File: config.mk
export PLATFORM = sky130hd
export DESIGN_NAME = dshot_frame_encoder
export DESIGN_NICKNAME = d
export VERILOG_FILES = /design/src/rtl/dfe_pkg.sv /design/src/rtl/dfe_cfg_regs.sv /design/src/rtl/dshot_frame_encoder.sv
export SDC_FILE = /design/constraint.sdc
export NUM_CORES = 1
export LEC_CHECK = 0
export BUFFER_PORTS_ARGS = -buffer_cell sky130_fd_sc_hd__buf_2
export CAP_MARGIN = 10
export CORE_UTILIZATION = 50
export DETAILED_ROUTE_END_ITERATION = 10
export HOLD_SLACK_MARGIN = 0.1
export PLACE_DENSITY_LB_ADDON = 0.08
export SLEW_MARGIN = 20
export SYNTH_ARGS = -nofsm -noshare
export SYNTH_HDL_FRONTEND = slang
export SYNTH_SLANG_ARGS = --single-unit
File: constraint.sdc
create_clock -name clk -period 5.8 [get_ports clk]
set_input_delay 1.74 -clock clk [delete_from_list [all_inputs] [get_ports clk]]
set_output_delay 1.74 -clock clk [all_outputs]
set_load 0.02 [all_outputs]
File: src/rtl/dfe_pkg.sv
package dfe_pkg;

  localparam int WidthW   = 16;
  localparam int ValueW   = 11;
  localparam int CntW     = 5;
  localparam int CfgIdxW  = 3;
  localparam int CfgDataW = 16;

  // register indexes on the configuration port
  localparam logic [CfgIdxW-1:0] REG_PROSHOT_MODE = 3'd0;
  localparam logic [CfgIdxW-1:0] REG_BIT_ONE      = 3'd1;
  localparam logic [CfgIdxW-1:0] REG_BIT_ZERO     = 3'd2;
  localparam logic [CfgIdxW-1:0] REG_NIB_BASE     = 3'd3;
  localparam logic [CfgIdxW-1:0] REG_NIB_STEP     = 3'd4;

  // symbols per frame
  localparam logic [CntW-1:0] SYMS_DSHOT   = 5'd16;
  localparam logic [CntW-1:0] SYMS_PROSHOT = 5'd4;

  typedef struct packed {
    logic [ValueW-1:0] throttle_value;
    logic              telemetry_request;
  } dfe_in_t;

  typedef struct packed {
    logic [WidthW-1:0] symbol_width;
    logic              last_symbol;
  } dfe_out_t;

  typedef struct packed {
    logic        proshot_mode;
    logic [15:0] bit_one_width;
    logic [15:0] bit_zero_width;
    logic [14:0] nibble_base_width;
    logic [10:0] nibble_step_width;
  } dfe_cfg_t;

  // 12-bit word plus xor of its three nibbles
  function automatic logic [15:0] build_frame(dfe_in_t d);
    logic [11:0] word;
    logic [3:0]  csum;
    word = {d.throttle_value, d.telemetry_request};
    csum = word[3:0] ^ word[7:4] ^ word[11:8];
    return {word, csum};
  endfunction

endpackage

File: src/rtl/dfe_cfg_regs.sv
module dfe_cfg_regs (
  input  logic                          clk,
  input  logic                          rst_n,
  input  logic                          wr_en,
  input  logic [dfe_pkg::CfgIdxW-1:0]   wr_index,
  input  logic [dfe_pkg::CfgDataW-1:0]  wr_data,
  output dfe_pkg::dfe_cfg_t             cfg
);
  import dfe_pkg::*;

  dfe_cfg_t cfg_r;
  dfe_cfg_t cfg_nxt;

  // decode the write, indexes past the list are dropped
  always_comb begin
    cfg_nxt = cfg_r;
    if (wr_en) begin
      case (wr_index)
        REG_PROSHOT_MODE: cfg_nxt.proshot_mode      = wr_data[0];
        REG_BIT_ONE:      cfg_nxt.bit_one_width     = wr_data;
        REG_BIT_ZERO:     cfg_nxt.bit_zero_width    = wr_data;
        REG_NIB_BASE:     cfg_nxt.nibble_base_width = wr_data[14:0];
        REG_NIB_STEP:     cfg_nxt.nibble_step_width = wr_data[10:0];
        default:          cfg_nxt = cfg_r;
      endcase
    end
  end

  always_ff @(posedge clk) begin
    if (!rst_n) begin
      cfg_r <= '0;
    end else begin
      cfg_r <= cfg_nxt;
    end
  end

  assign cfg = cfg_r;

endmodule

File: src/rtl/dshot_frame_encoder.sv
// channel | direction | handshake            | payload
// in      | input     | in_valid / in_ready   | in_data   (throttle_value, telemetry_request)
// out     | output    | out_valid / out_ready | out_data  (symbol_width, last_symbol)
// cfg     | input     | cfg_valid / cfg_ready | cfg_index, cfg_data
//
// one symbol word per cycle leaves the symbol shifter while the output is not stalled:
// a frame is 16 symbols in DShot mode and 4 in ProShot mode.
// the first symbol passes the frame register, the symbol shifter, then the output
// register; the next input word is held in the frame register meanwhile.
// reset is synchronous, active low, and clears all control state and registers.
// a stalled output holds the shifter; cfg_ready is always high.
module dshot_frame_encoder (
  input  logic                          clk,
  input  logic                          rst_n,
  input  logic                          in_valid,
  output logic                          in_ready,
  input  dfe_pkg::dfe_in_t              in_data,
  output logic                          out_valid,
  input  logic                          out_ready,
  output dfe_pkg::dfe_out_t             out_data,
  input  logic                          cfg_valid,
  output logic                          cfg_ready,
  input  logic [dfe_pkg::CfgIdxW-1:0]   cfg_index,
  input  logic [dfe_pkg::CfgDataW-1:0]  cfg_data
);
  import dfe_pkg::*;

  dfe_cfg_t cfg;

  logic              pend_valid_r, pend_valid_nxt;
  logic [15:0]       pend_frame_r, pend_frame_nxt;
  logic [15:0]       shift_r, shift_nxt;
  logic [CntW-1:0]   left_r, left_nxt;
  logic              out_valid_r, out_valid_nxt;
  dfe_out_t          out_data_r, out_data_nxt;

  logic              in_acc;
  logic              gen_busy;
  logic              gen_adv;
  logic              gen_done;
  logic              load;
  logic [14:0]       nib_prod;
  logic [WidthW-1:0] sym_width;
  logic [15:0]       shift_adv;

  assign cfg_ready = 1'b1;

  dfe_cfg_regs u_cfg (
    .clk      (clk),
    .rst_n    (rst_n),
    .wr_en    (cfg_valid & cfg_ready),
    .wr_index (cfg_index),
    .wr_data  (cfg_data),
    .cfg      (cfg)
  );

  // handshake and pipeline control
  assign in_ready = !pend_valid_r;
  assign in_acc   = in_valid & in_ready;
  assign gen_busy = (left_r != '0);
  assign gen_adv  = gen_busy & (!out_valid_r | out_ready);
  assign gen_done = !gen_busy | (gen_adv & (left_r == CntW'(1)));
  assign load     = pend_valid_r & gen_done;

  // symbol width for the current head of the shifter
  assign nib_prod  = 15'(shift_r[15:12]) * 15'(cfg.nibble_step_width);
  assign sym_width = cfg.proshot_mode
                   ? ({1'b0, cfg.nibble_base_width} + {1'b0, nib_prod})
                   : (shift_r[15] ? cfg.bit_one_width : cfg.bit_zero_width);
  assign shift_adv = cfg.proshot_mode ? {shift_r[11:0], 4'b0000}
                                      : {shift_r[14:0], 1'b0};

  // frame register
  always_comb begin
    pend_valid_nxt = pend_valid_r;
    pend_frame_nxt = pend_frame_r;
    if (in_acc) begin
      pend_valid_nxt = 1'b1;
      pend_frame_nxt = build_frame(in_data);
    end else if (load) begin
      pend_valid_nxt = 1'b0;
    end
  end

  // symbol shifter
  always_comb begin
    shift_nxt = shift_r;
    left_nxt  = left_r;
    if (load) begin
      shift_nxt = pend_frame_r;
      left_nxt  = cfg.proshot_mode ? SYMS_PROSHOT : SYMS_DSHOT;
    end else if (gen_adv) begin
      shift_nxt = shift_adv;
      left_nxt  = left_r - CntW'(1);
    end
  end

  // output register
  always_comb begin
    out_valid_nxt = out_valid_r;
    out_data_nxt  = out_data_r;
    if (gen_adv) begin
      out_valid_nxt             = 1'b1;
      out_data_nxt.symbol_width = sym_width;
      out_data_nxt.last_symbol  = (left_r == CntW'(1));
    end else if (out_ready) begin
      out_valid_nxt = 1'b0;
    end
  end

  always_ff @(posedge clk) begin
    if (!rst_n) begin
      pend_valid_r <= 1'b0;
      pend_frame_r <= '0;
      shift_r      <= '0;
      left_r       <= '0;
      out_valid_r  <= 1'b0;
      out_data_r   <= '0;
    end else begin
      pend_valid_r <= pend_valid_nxt;
      pend_frame_r <= pend_frame_nxt;
      shift_r      <= shift_nxt;
      left_r       <= left_nxt;
      out_valid_r  <= out_valid_nxt;
      out_data_r   <= out_data_nxt;
    end
  end

  assign out_valid = out_valid_r;
  assign out_data  = out_data_r;

  // count never exceeds a DShot frame
  a_left_range: assert property (@(posedge clk) disable iff (!rst_n)
    left_r <= SYMS_DSHOT)
    else $error("symbol count out of range");

  // a loaded frame starts with a full symbol count
  a_load_count: assert property (@(posedge clk) disable iff (!rst_n)
    load |=> (left_r == SYMS_DSHOT || left_r == SYMS_PROSHOT))
    else $error("bad symbol count after load");

  // final symbol of a frame is marked
  a_last_mark: assert property (@(posedge clk) disable iff (!rst_n)
    (gen_adv && left_r == CntW'(1)) |=> (out_valid_r && out_data_r.last_symbol))
    else $error("last symbol not marked");

  // an accepted word is held until the shifter takes it
  a_pend_hold: assert property (@(posedge clk) disable iff (!rst_n)
    (pend_valid_r && !load) |=> (pend_valid_r && $stable(pend_frame_r)))
    else $error("pending frame lost");

endmodule

# Word-level counts from Yosys, hierarchy flattened
# Cells that the tools add are included.
# word_totals
wordCells,53
ff_bits,115
# classes
mul,1
muxes,12
bitwise_logic,8
n_reduce_logical,13
n_eq_ne,5
addsub,2
# op_table
op,n
$mux 16,5
$add 15x15->16,1
$mul 4x11->15,1
$mux 5,3
$reduce_and 2->1,5
$xor 4x4->4,2
$eq 3x2->1 const B,2
$reduce_bool 2->1,3
$eq 5x1->1 const B,1
$reduce_bool 5->1,1
$sub 5x1->5 const B,1
$and 1x1->1,4
$mux 1,4
$eq 3x1->1 const B,1
$eq 3x3->1 const B,1
$logic_not 1->1,3
$logic_not 3->1,1
$or 1x1->1,2

# Longest topological paths before layout
# Gate-level depths: netlist of the first run.
# depth
depth_word,8
mapped_depth,17
ltp_nobuf,13

# Cells and area by module
# From an unflattened synthesis of the first run, not the netlist that was laid out.
# unflattened
cells_unflattened,774
hier_area_um2,6862.8
# by_module_without_submodules
mod,cells_each,area_each_um2,n_inst
dshot_frame_encoder,562,4667.0,1
dfe_cfg_regs,212,2195.9,1

# Worst setup path before layout of the first run
# OpenSTA, ideal clock, no wires.
# synth_path
path_kind,register to register
start,register shift_r[15]
end,register out_data_r (netlist bit out_data[15])
path_slack_ns,1.427
n_path_buf,3
period_less_slack_ns,4.373
t_arrival_ns,4.253
stages_incl_launch_ff,16
cell_sequence,dfxtp_1 -> buf_2 -> buf_2 -> clkbuf_1 -> and2_1 -> fa_1 -> fa_1 -> inv_1 -> fa_1 -> inv_1 -> ha_1 -> a21o_1 -> a21o_1 -> or2_2 -> a32o_1 -> a211o_1
# synth_via
elab_chain_cells,3
elab_cells_between_ends,4
cone_classes,add/sub: 1; mul: 1; mux: 2
# synth_rtl
item,line,text
from (decl),dshot_frame_encoder.sv:32,"logic [15:0] shift_r, shift_nxt;"
from (signal assigned),dshot_frame_encoder.sv:122,shift_r <= shift_nxt;
$mul 4x11->15,dshot_frame_encoder.sv:66,assign nib_prod = 15'(shift_r[15:12]) * 15'(cfg.nibble_step_width);
$add 15x15->16,dshot_frame_encoder.sv:68,"? ({1'b0, cfg.nibble_base_width} + {1'b0, nib_prod})"
$mux 16 *,dshot_frame_encoder.sv:68,
to (signal assigned),dshot_frame_encoder.sv:125,out_data_r <= out_data_nxt;
to (decl),dshot_frame_encoder.sv:35,"dfe_out_t out_data_r, out_data_nxt;"
# Every way passes the cells marked *; elsewhere a longest branch is shown, timed or not.
# A chain may end at the register's enable or synchronous reset.

# Final worst setup path of the first run
# layout_path
start,register shift_r[15]
end,register out_data_r (netlist bit out_data[13])
# Same word-level chain as after synthesis.

==> impl_summary.md, run 1 <==
Outcome
The flow ran to the end, and the final reports show no timing, DRC or antenna violations.

Synth
By area the synthesized netlist is led by dfxtp_1 (34%), nand2_1 (12%), fa_1 (8.8%). The share of the synthesized area in the top cell type is 0.339. The average cell area after synthesis is 7.96 µm².

The cell type with the largest total area after synthesis is dfxtp_1. The Yosys step of the flow raised 0 warnings. The number of enable flip-flop cells after synthesis is 0. After synthesis, the share of flip-flops with an asynchronous set or reset is 0. Summing every instance area after synthesis gives 0.00680 mm². Counting distinct cell types in the post-synthesis netlist gives 64. In this run, synthesis produced a sequential element count of 115. The primary flip-flop cell chosen by synthesis mapping is dfxtp_1.

The share of the Yosys chip area taken by registers is 0.339. The post-synthesis instance total is 854. Synthesis produced a netlist with a net count of 946.

Power and ir drop
The combinational power share is 0.238. In this run the power spent charging and discharging nets is 0.000875 W. The worst voltage drop across the vdd grid is 0.266 mV. Power spread over the standard cell area amounts to 350 mW/mm². Of the total power, the share spent switching nets is 0.325. For this design the static power due to leakage is 3.20 nW.

The relative contribution of sequential cells to total power is 0.359. The clock network fraction of design power is 0.403. Internal power comes to 0.00182 W.

Timing
The final worst clock skew is 0.00915 ns. The max-slew headroom at the worst pin is 0.283. The number of failing hold endpoints at the final stage is 0.

In the final timing run, aggregate negative setup slack is 0 ns. The pin slew with the least headroom to its limit is 1.07 ns. The final critical-path required period is 4.47 ns. The max-slew violation count is 0. Setup repair after global routing left no endpoint under its margin. Setup violations remaining at the end of the flow were counted as 0. In the finished design, the share of the clock period the worst path needs comes to 0.770.

Final hold analysis gives a worst-case slack of 0.452 ns. Static timing analysis puts the maximum clock frequency at 224 MHz.

Finish
The share of cells above drive strength 1 is 0.118. In the final design database the tool counted 973 nets. The final standard cell utilization of the core is 0.581. The total inserted antenna cells is 0.

The layout overhead on the synthesized area is 13.1%. The summed area of non-filler cells in the final layout is 0.00769 mm².

Clocking
Gates resized during post-CTS repair numbered 0. In this run, CTS created clock tree buffers numbering 17. The number of clock sinks is 115. The clock tree from TritonCTS is yes. The later pin in the worst-skew pair is clocked with a latency of 0.41 ns. The tree is rooted in a clkbuf_16. The H-tree was split into 4 levels. The post-cts hold buffer count is 0. After clock tree synthesis, the clock-pin slew on the worst setup and hold paths is 0.05 ns. The total setup buffers inserted after CTS is 0.

The number of buffers on the longest clock path is 2.

Routing
The met1 wire length is 8480 µm. Using the TritonRoute via totals, the vias-per-cell ratio works out to 5.39. The routed design uses 8150 µm of met2 wire. Summed over all nets, wire length on met3 after detailed routing comes to 745 µm. Wires add up to 17600 µm.

The number of detailed-routing iterations run before antenna repair is 7. The detail route stage leaves a number of antenna-violating nets equal to 0. The via count of the routed design is 5762. The top layer used by detailed routing is met4. After the first detailed-routing iteration, the DRC count stood at 502. The DRC violation count after routing is 0. In the final routed layout, each cell accounts on average for 16.4 µm.

Setup path
For the worst setup path, the data required time is 6.15 ns. In this run the critical register-to-register path is launched from shift_r[15]$_SDFFE_PN0P_. For the worst setup path, the data arrival time is 4.82 ns.

STA classifies the critical path endpoint as a flop. The critical path class is flop to flop. The startpoint kind of the worst setup timing path is a flop. Setup slack on the worst reg-to-reg path comes out at 1.33 ns. The worst-path maximum fanout is 21. The worst register-to-register path ends at out_data[13]$_SDFFE_PN0P_. The cell depth of the worst flop-to-flop path is 12.

GRT
Across every metal layer, demand over resource in global routing totals 0.261. The number of global-route vias before repair is 5498. After global routing the overflow that remains totals 0. The largest net degree at the start of global routing is 59. The number of antenna violations at the first check in global routing is 0. The global-route wire length before repair is 28400 µm.

Worst hold path
Along the worst hold path, the cell count comes to 2. The startpoint identified for the worst hold timing path is u_cfg.cfg[35]$_SDFFE_PN0P_. The worst min-delay path category is flop to flop. The path with the worst hold slack has its endpoint at u_cfg.cfg[35]$_SDFFE_PN0P_.

Floorplan
The I/O pin count is 56. The initial cell density of the core is 0.513. The floorplan has 42 rows. Measured along the x axis, the die boundary spans 119 µm. The height of the die is 119 µm. The core area is 0.0132 mm². The area of the die is 0.0141 mm².

Placed design
The half-perimeter wire length after placement is 12500 µm. At the end of routability-driven placement, the weighted congestion stood at 0.867. The total placed instance area is 0.00707 mm². The number of I/O port buffers is 54.

Run
The tool flagged a number of max-cap violations equal to 0.
worst max-delay path by stage:
stage,startpoint,endpoint,slack (ns)
2_1_floorplan,shift_r[15]$_SDFFE_PN0P_,out_data[15]$_SDFFE_PN0P_,1.43
3_3_place_gp,shift_r[15]$_SDFFE_PN0P_,out_data[15]$_SDFFE_PN0P_,1.42
3_5_place_dp,shift_r[15]$_SDFFE_PN0P_,out_data[14]$_SDFFE_PN0P_,1.36
4_1_cts,shift_r[15]$_SDFFE_PN0P_,out_data[15]$_SDFFE_PN0P_,1.33
5_1_grt,shift_r[15]$_SDFFE_PN0P_,out_data[13]$_SDFFE_PN0P_,1.04
6_report,shift_r[15]$_SDFFE_PN0P_,out_data[13]$_SDFFE_PN0P_,1.33
cells in the mapped netlist, types with 3 or more instances:
library cell	count
mux2i_1	24
clkbuf_8	3
nor2b_1	6
a211oi_1	7
a31oi_1	3
o21a_1	4
nand2_1	211
o211ai_1	14
a21boi_0	3
nand3_1	18
ha_1	26
o21bai_1	4
xnor2_1	13
nand4_1	6
and3_1	3
inv_1	71
nor3_1	6
dfxtp_1	115
clkbuf_1	37
buf_6	3
and2_1	37
nor2_1	18
fa_1	30
o21ai_0	13
a21o_1	8
buf_2	4
nor3b_1	3
a21oi_1	114
layout make-up:
class | count | area (µm²)
multi-input cells | 618 | 3990
clock inverters | 8 | 124
inverters | 71 | 267
repair buffers | 58 | 300
fillers | 1252 | 5550
flip-flops and latches | 115 | 2300
well taps | 176 | 220
clock buffers | 23 | 488
layer usage:
layer | up-vias | track usage
met3 | 17 | 0.0492
met4 | 0 | 0.0712
met5 | - | 0
met1 | 2723 | 0.365
li1 | 2892 | -
met2 | 130 | 0.409
power by group through the flow:
stage	registers, W	logic, W	clock network, W
finish	0.000965	0.000641	0.00108
global route	0.000978	0.000708	0.00114
CTS	0.000964	0.000639	0.00110
detailed placement	0.000978	0.000631	0
global placement	0.000976	0.000624	0
floorplan	0.000958	0.000507	0
worst max-delay path, stage by stage, from the launching register on:
cell       delay [ns]
dfxtp_1          0.91
and2_1           0.28
fa_1             0.44
fa_1             0.54
inv_1            0.05
fa_1             0.50
inv_1            0.04
ha_1             0.34
nand2_1          0.10
nor3_1           0.53
o2111ai_1        0.21
a311o_1          0.39
nand3_1          0.08
registers in the layout (all words and copies together), names as in the netlist:
signal / cells
shift_r: 16
out_valid: 1
pend_frame_r: 16
pend_valid_r: 1
left_r: 5
u_cfg.cfg: 59
out_data: 17
per-stage QoR:
step	std cells	total power [W]	setup WS [ns]
after global routing	1069	0.00282	1.04
after detailed placement	1038	0.00161	1.36
final	1069	0.00269	1.33
after CTS	1069	0.00270	1.33
after floorplan	854	0.00146	1.43
after global placement	1038	0.00160	1.42
placed cells by master (no fill, tap or decap), types with 17 or more instances in the layout:
cell and instances:
clkbuf_16 17, and2_1 37, nor2_1 18, nand3_1 18, inv_1 70, fa_1 30, a21oi_1 114, mux2i_1 24
nand2_1 211, buf_2 54, dfxtp_1 115, ha_1 26
kinds of logic after synthesis:
group,after synthesis,synth area share
AND/OR/NAND/NOR,328,0.221
AO/OA/AOI/OAI,193,0.172
buffers and inverters,121,0.0758
flip-flops,115,0.339
adder cells (fa/ha/maj),56,0.136
multiplexers,25,0.0370
XOR/XNOR,15,0.0193
other,1,0.000552
(Power assumes the default switching activity.)
==> run 2, diff against run 1 <==
==> constraint.sdc (replaced) <==
create_clock -name clk -period 4 [get_ports clk]
set_input_delay 1.2 -clock clk [delete_from_list [all_inputs] [get_ports clk]]
set_output_delay 1.2 -clock clk [all_outputs]
set_load 0.02 [all_outputs]
==> impl_summary.md, run 2 (synthesis results as in run 1) <==
Timing
The final critical-path required period is 3.85 ns. The max-slew violation count came to 0. Derived from the worst setup path, the maximum achievable clock frequency is 260 MHz. Setup violations remaining at the end of the flow were counted as 0. In the finished design, the share of the clock period the worst path needs comes to 0.962. The setup TNS is 0 ns. Clock skew on the completed layout was measured at 0.00633 ns.

The number of failing hold endpoints at the final stage is 0. The max-slew headroom at the worst pin is 0.292. The pin slew with the least headroom to its limit is 1.06 ns. Setup repair after global routing left no endpoint under its margin.

GRT
The number of antenna violations at the first check in global routing is 0. Entering global routing, the biggest net connects 89 pins. The first global-routing pass estimated 28000 µm of wire.

The number of global-route vias before repair is 5478. The total routing usage reported by global routing is 0.257. After global routing the overflow that remains totals 0.

Placed design
Buffers placed on the I/O ports in this run total 54. Summed over all nets, the half-perimeter wirelength after detailed placement is 12800 µm. Once placement completed, the tool counted placed cells totaling 1046.

The routability congestion estimate from global placement is 0.909.

Setup path
STA puts the critical path data arrival time at 4.15 ns. The largest stage delay on the critical path is 0.54 ns. In this run the worst path has a maximum fanout of 9.

The startpoint kind of the worst setup timing path is a flop. The launching element of the worst setup path is shift_r[14]$_SDFFE_PN0P_. Among the stages of the critical path, the cell type that occurs most often is fa_1.

The launching point of the worst reg2reg path is shift_r[14]$_SDFFE_PN0P_. The worst setup path is of the flop to flop kind. The number of buffers and inverters on the critical path is 3.

STA puts the critical path data required time at 4.30 ns. The cell family contributing the most delay on the critical path is adder cells. On the critical path, the stage with the largest delay is an instance of fa_1. The signal on the critical path passes through buf_4, and2_1, fa_1, fa_1, inv_1, fa_1, inv_1, ha_1, a21o_1, a21oi_1, o21ai_0, or3_1, a31o_2. STA classifies the critical path endpoint as a flop.

Floorplan
The height of the die is 119 µm. The die extent in x is 119 µm. The I/O pin count is 56. The initial cell density of the core is 0.513. After floorplanning, the core was sized to cover 0.0132 mm². The floorplan step defined a die boundary enclosing 0.0141 mm². The count of standard-cell rows is 42.

Routing
The number of routed nets with antenna violations is 0. The count of routing violations after the opening detailed-route iteration is 477. The final wirelength is 17300 µm. After detailed routing, the average wire length per cell comes to 16.0 µm. The number of detailed-routing iterations run before antenna repair is 5. In the routed layout, each cell is associated on average with a via count of 5.44. Summing over every cut layer, the via total after detailed routing is 5855. After detailed routing, the number of remaining DRC violations is 0.

Power and ir drop
The leakage power summed over all cells is 3.20 nW. Power spread over the standard cell area amounts to 482 mW/mm². The post-layout total power is 0.00371 W.

The worst voltage drop across the vdd grid is 0.289 mV.

Worst hold path
The worst min-delay path category is flop to flop. The startpoint of the worst hold path is u_cfg.cfg[30]$_SDFFE_PN0P_.

Clocking
The clock buffer count from CTS is 17. For this design, the CTS-stage hold fixing added 0 buffers. The clock input transition at the sequential cells of the worst setup and hold paths is 0.05 ns. The tree built by TritonCTS fans out to 115 sinks.

In this run the deepest clock path goes through 2 buffers. The clock tree from TritonCTS is yes. CTS placed an instance of clkbuf_16 at the clock tree root.

The H-tree was split into 4 levels. The worst-skew pair later-pin latency is 0.41 ns.

Outcome
The run finished with clean final reports.

Finish
The filler cell count in the final layout is 1261. In the final layout, the share of cells above drive strength 1 is 0.129. The register with the most flip-flops in the layout has 59 of them. The area taken by flip-flops and latches is 0.00230 mm².

Leaving out fill and tap cells, the most frequent cells in the layout are nand2_1 (211), a21oi_1 (113), dfxtp_1 (113). Relative to the synthesized area, the layout overhead comes to 13.3%. Once layout is complete, the utilization of the core stands at 0.582. The net count of the finished layout is 981.

The total inserted antenna cells is 0. The most common cell after layout, fill and taps aside is nand2_1. The number of cells in the finished layout apart from fillers is 1077. In the final layout, the multi-input gates occupy 0.00401 mm².

Run
The number of max-cap violations is 0.
run 2: changes by cell type in the layout (fill, tap and decap cells not counted), sizes merged:
cell / before / now
bufinv: 3 / 1
inv: 72 / 71
clkbuf: 23 / 21
clkinv: 2 / 6
clkinvlp: 2 / 3
buf: 58 / 66
run 2: path summary, 6_finish.rpt:
check                               end  slack (ns)  cells past startpoint
max           out_data[14]$_SDFFE_PN0P_        0.15                     13
min          u_cfg.cfg[30]$_SDFFE_PN0P_        0.45                      2
max reg2reg   out_data[14]$_SDFFE_PN0P_        0.15                     13
min reg2reg  u_cfg.cfg[30]$_SDFFE_PN0P_        0.45                      2
run 2: layer usage:
layer,vias to the layer above,wire [µm],track usage
met5,-,0,0
met4,0,325,0.0949
met3,22,999,0.0415
met2,168,7440,0.379
met1,2753,8510,0.377
li1,2912,-,-
run 2: cell type report:
type                            count  share of cell area
Clock inverter                     10              0.0112
Multi-Input combinational cell    618               0.521
Clock buffer                       21              0.0585
Timing Repair Buffer               66              0.0468
Sequential cell                   115               0.299
Tap cell                          176              0.0286
Inverter                           71              0.0346
run 2: per-stage QoR:
| step | setup WS [ns] | hold slack (ns) | area, µm² |
|---|---|---|---|
| 2_1_floorplan | 0.00184 | 0.425 | 6840 |
| 3_3_place_gp | 0.136 | 0.439 | 7160 |
| 3_5_place_dp | 0.0970 | 0.444 | 7160 |
| 4_1_cts | 0.0675 | 0.452 | 7700 |
| 5_1_grt | 0.000913 | 0.467 | 7700 |
| 6_report | 0.151 | 0.449 | 7700 |
run 2: repair_timing:
action / 4_1_cts / 5_1_grt
endpoints found under the setup margin: 0 / 3
setup buffers: 0 / 0
gates resized for setup: 0 / 1
run 2: report_power, final:
part	total, W	leakage [nW]	internal, W	switching, W
Sequential	0.00138	0.936	0.00127	0.000117
Combinational	0.000958	2.00	0.000341	0.000617
Clock	0.00137	0.258	0.000859	0.000515
Total	0.00371	3.20	0.00246	0.00125
run 2: worst register-to-register path, cell delays in order, from the launching register on:
cell and delay [ns]:
dfxtp_1 0.44, buf_4 0.19, and2_1 0.15, fa_1 0.45, fa_1 0.54, inv_1 0.05, fa_1 0.38, inv_1 0.06
ha_1 0.31, a21o_1 0.21, a21oi_1 0.23, o21ai_0 0.16, or3_1 0.32, a31o_2 0.23
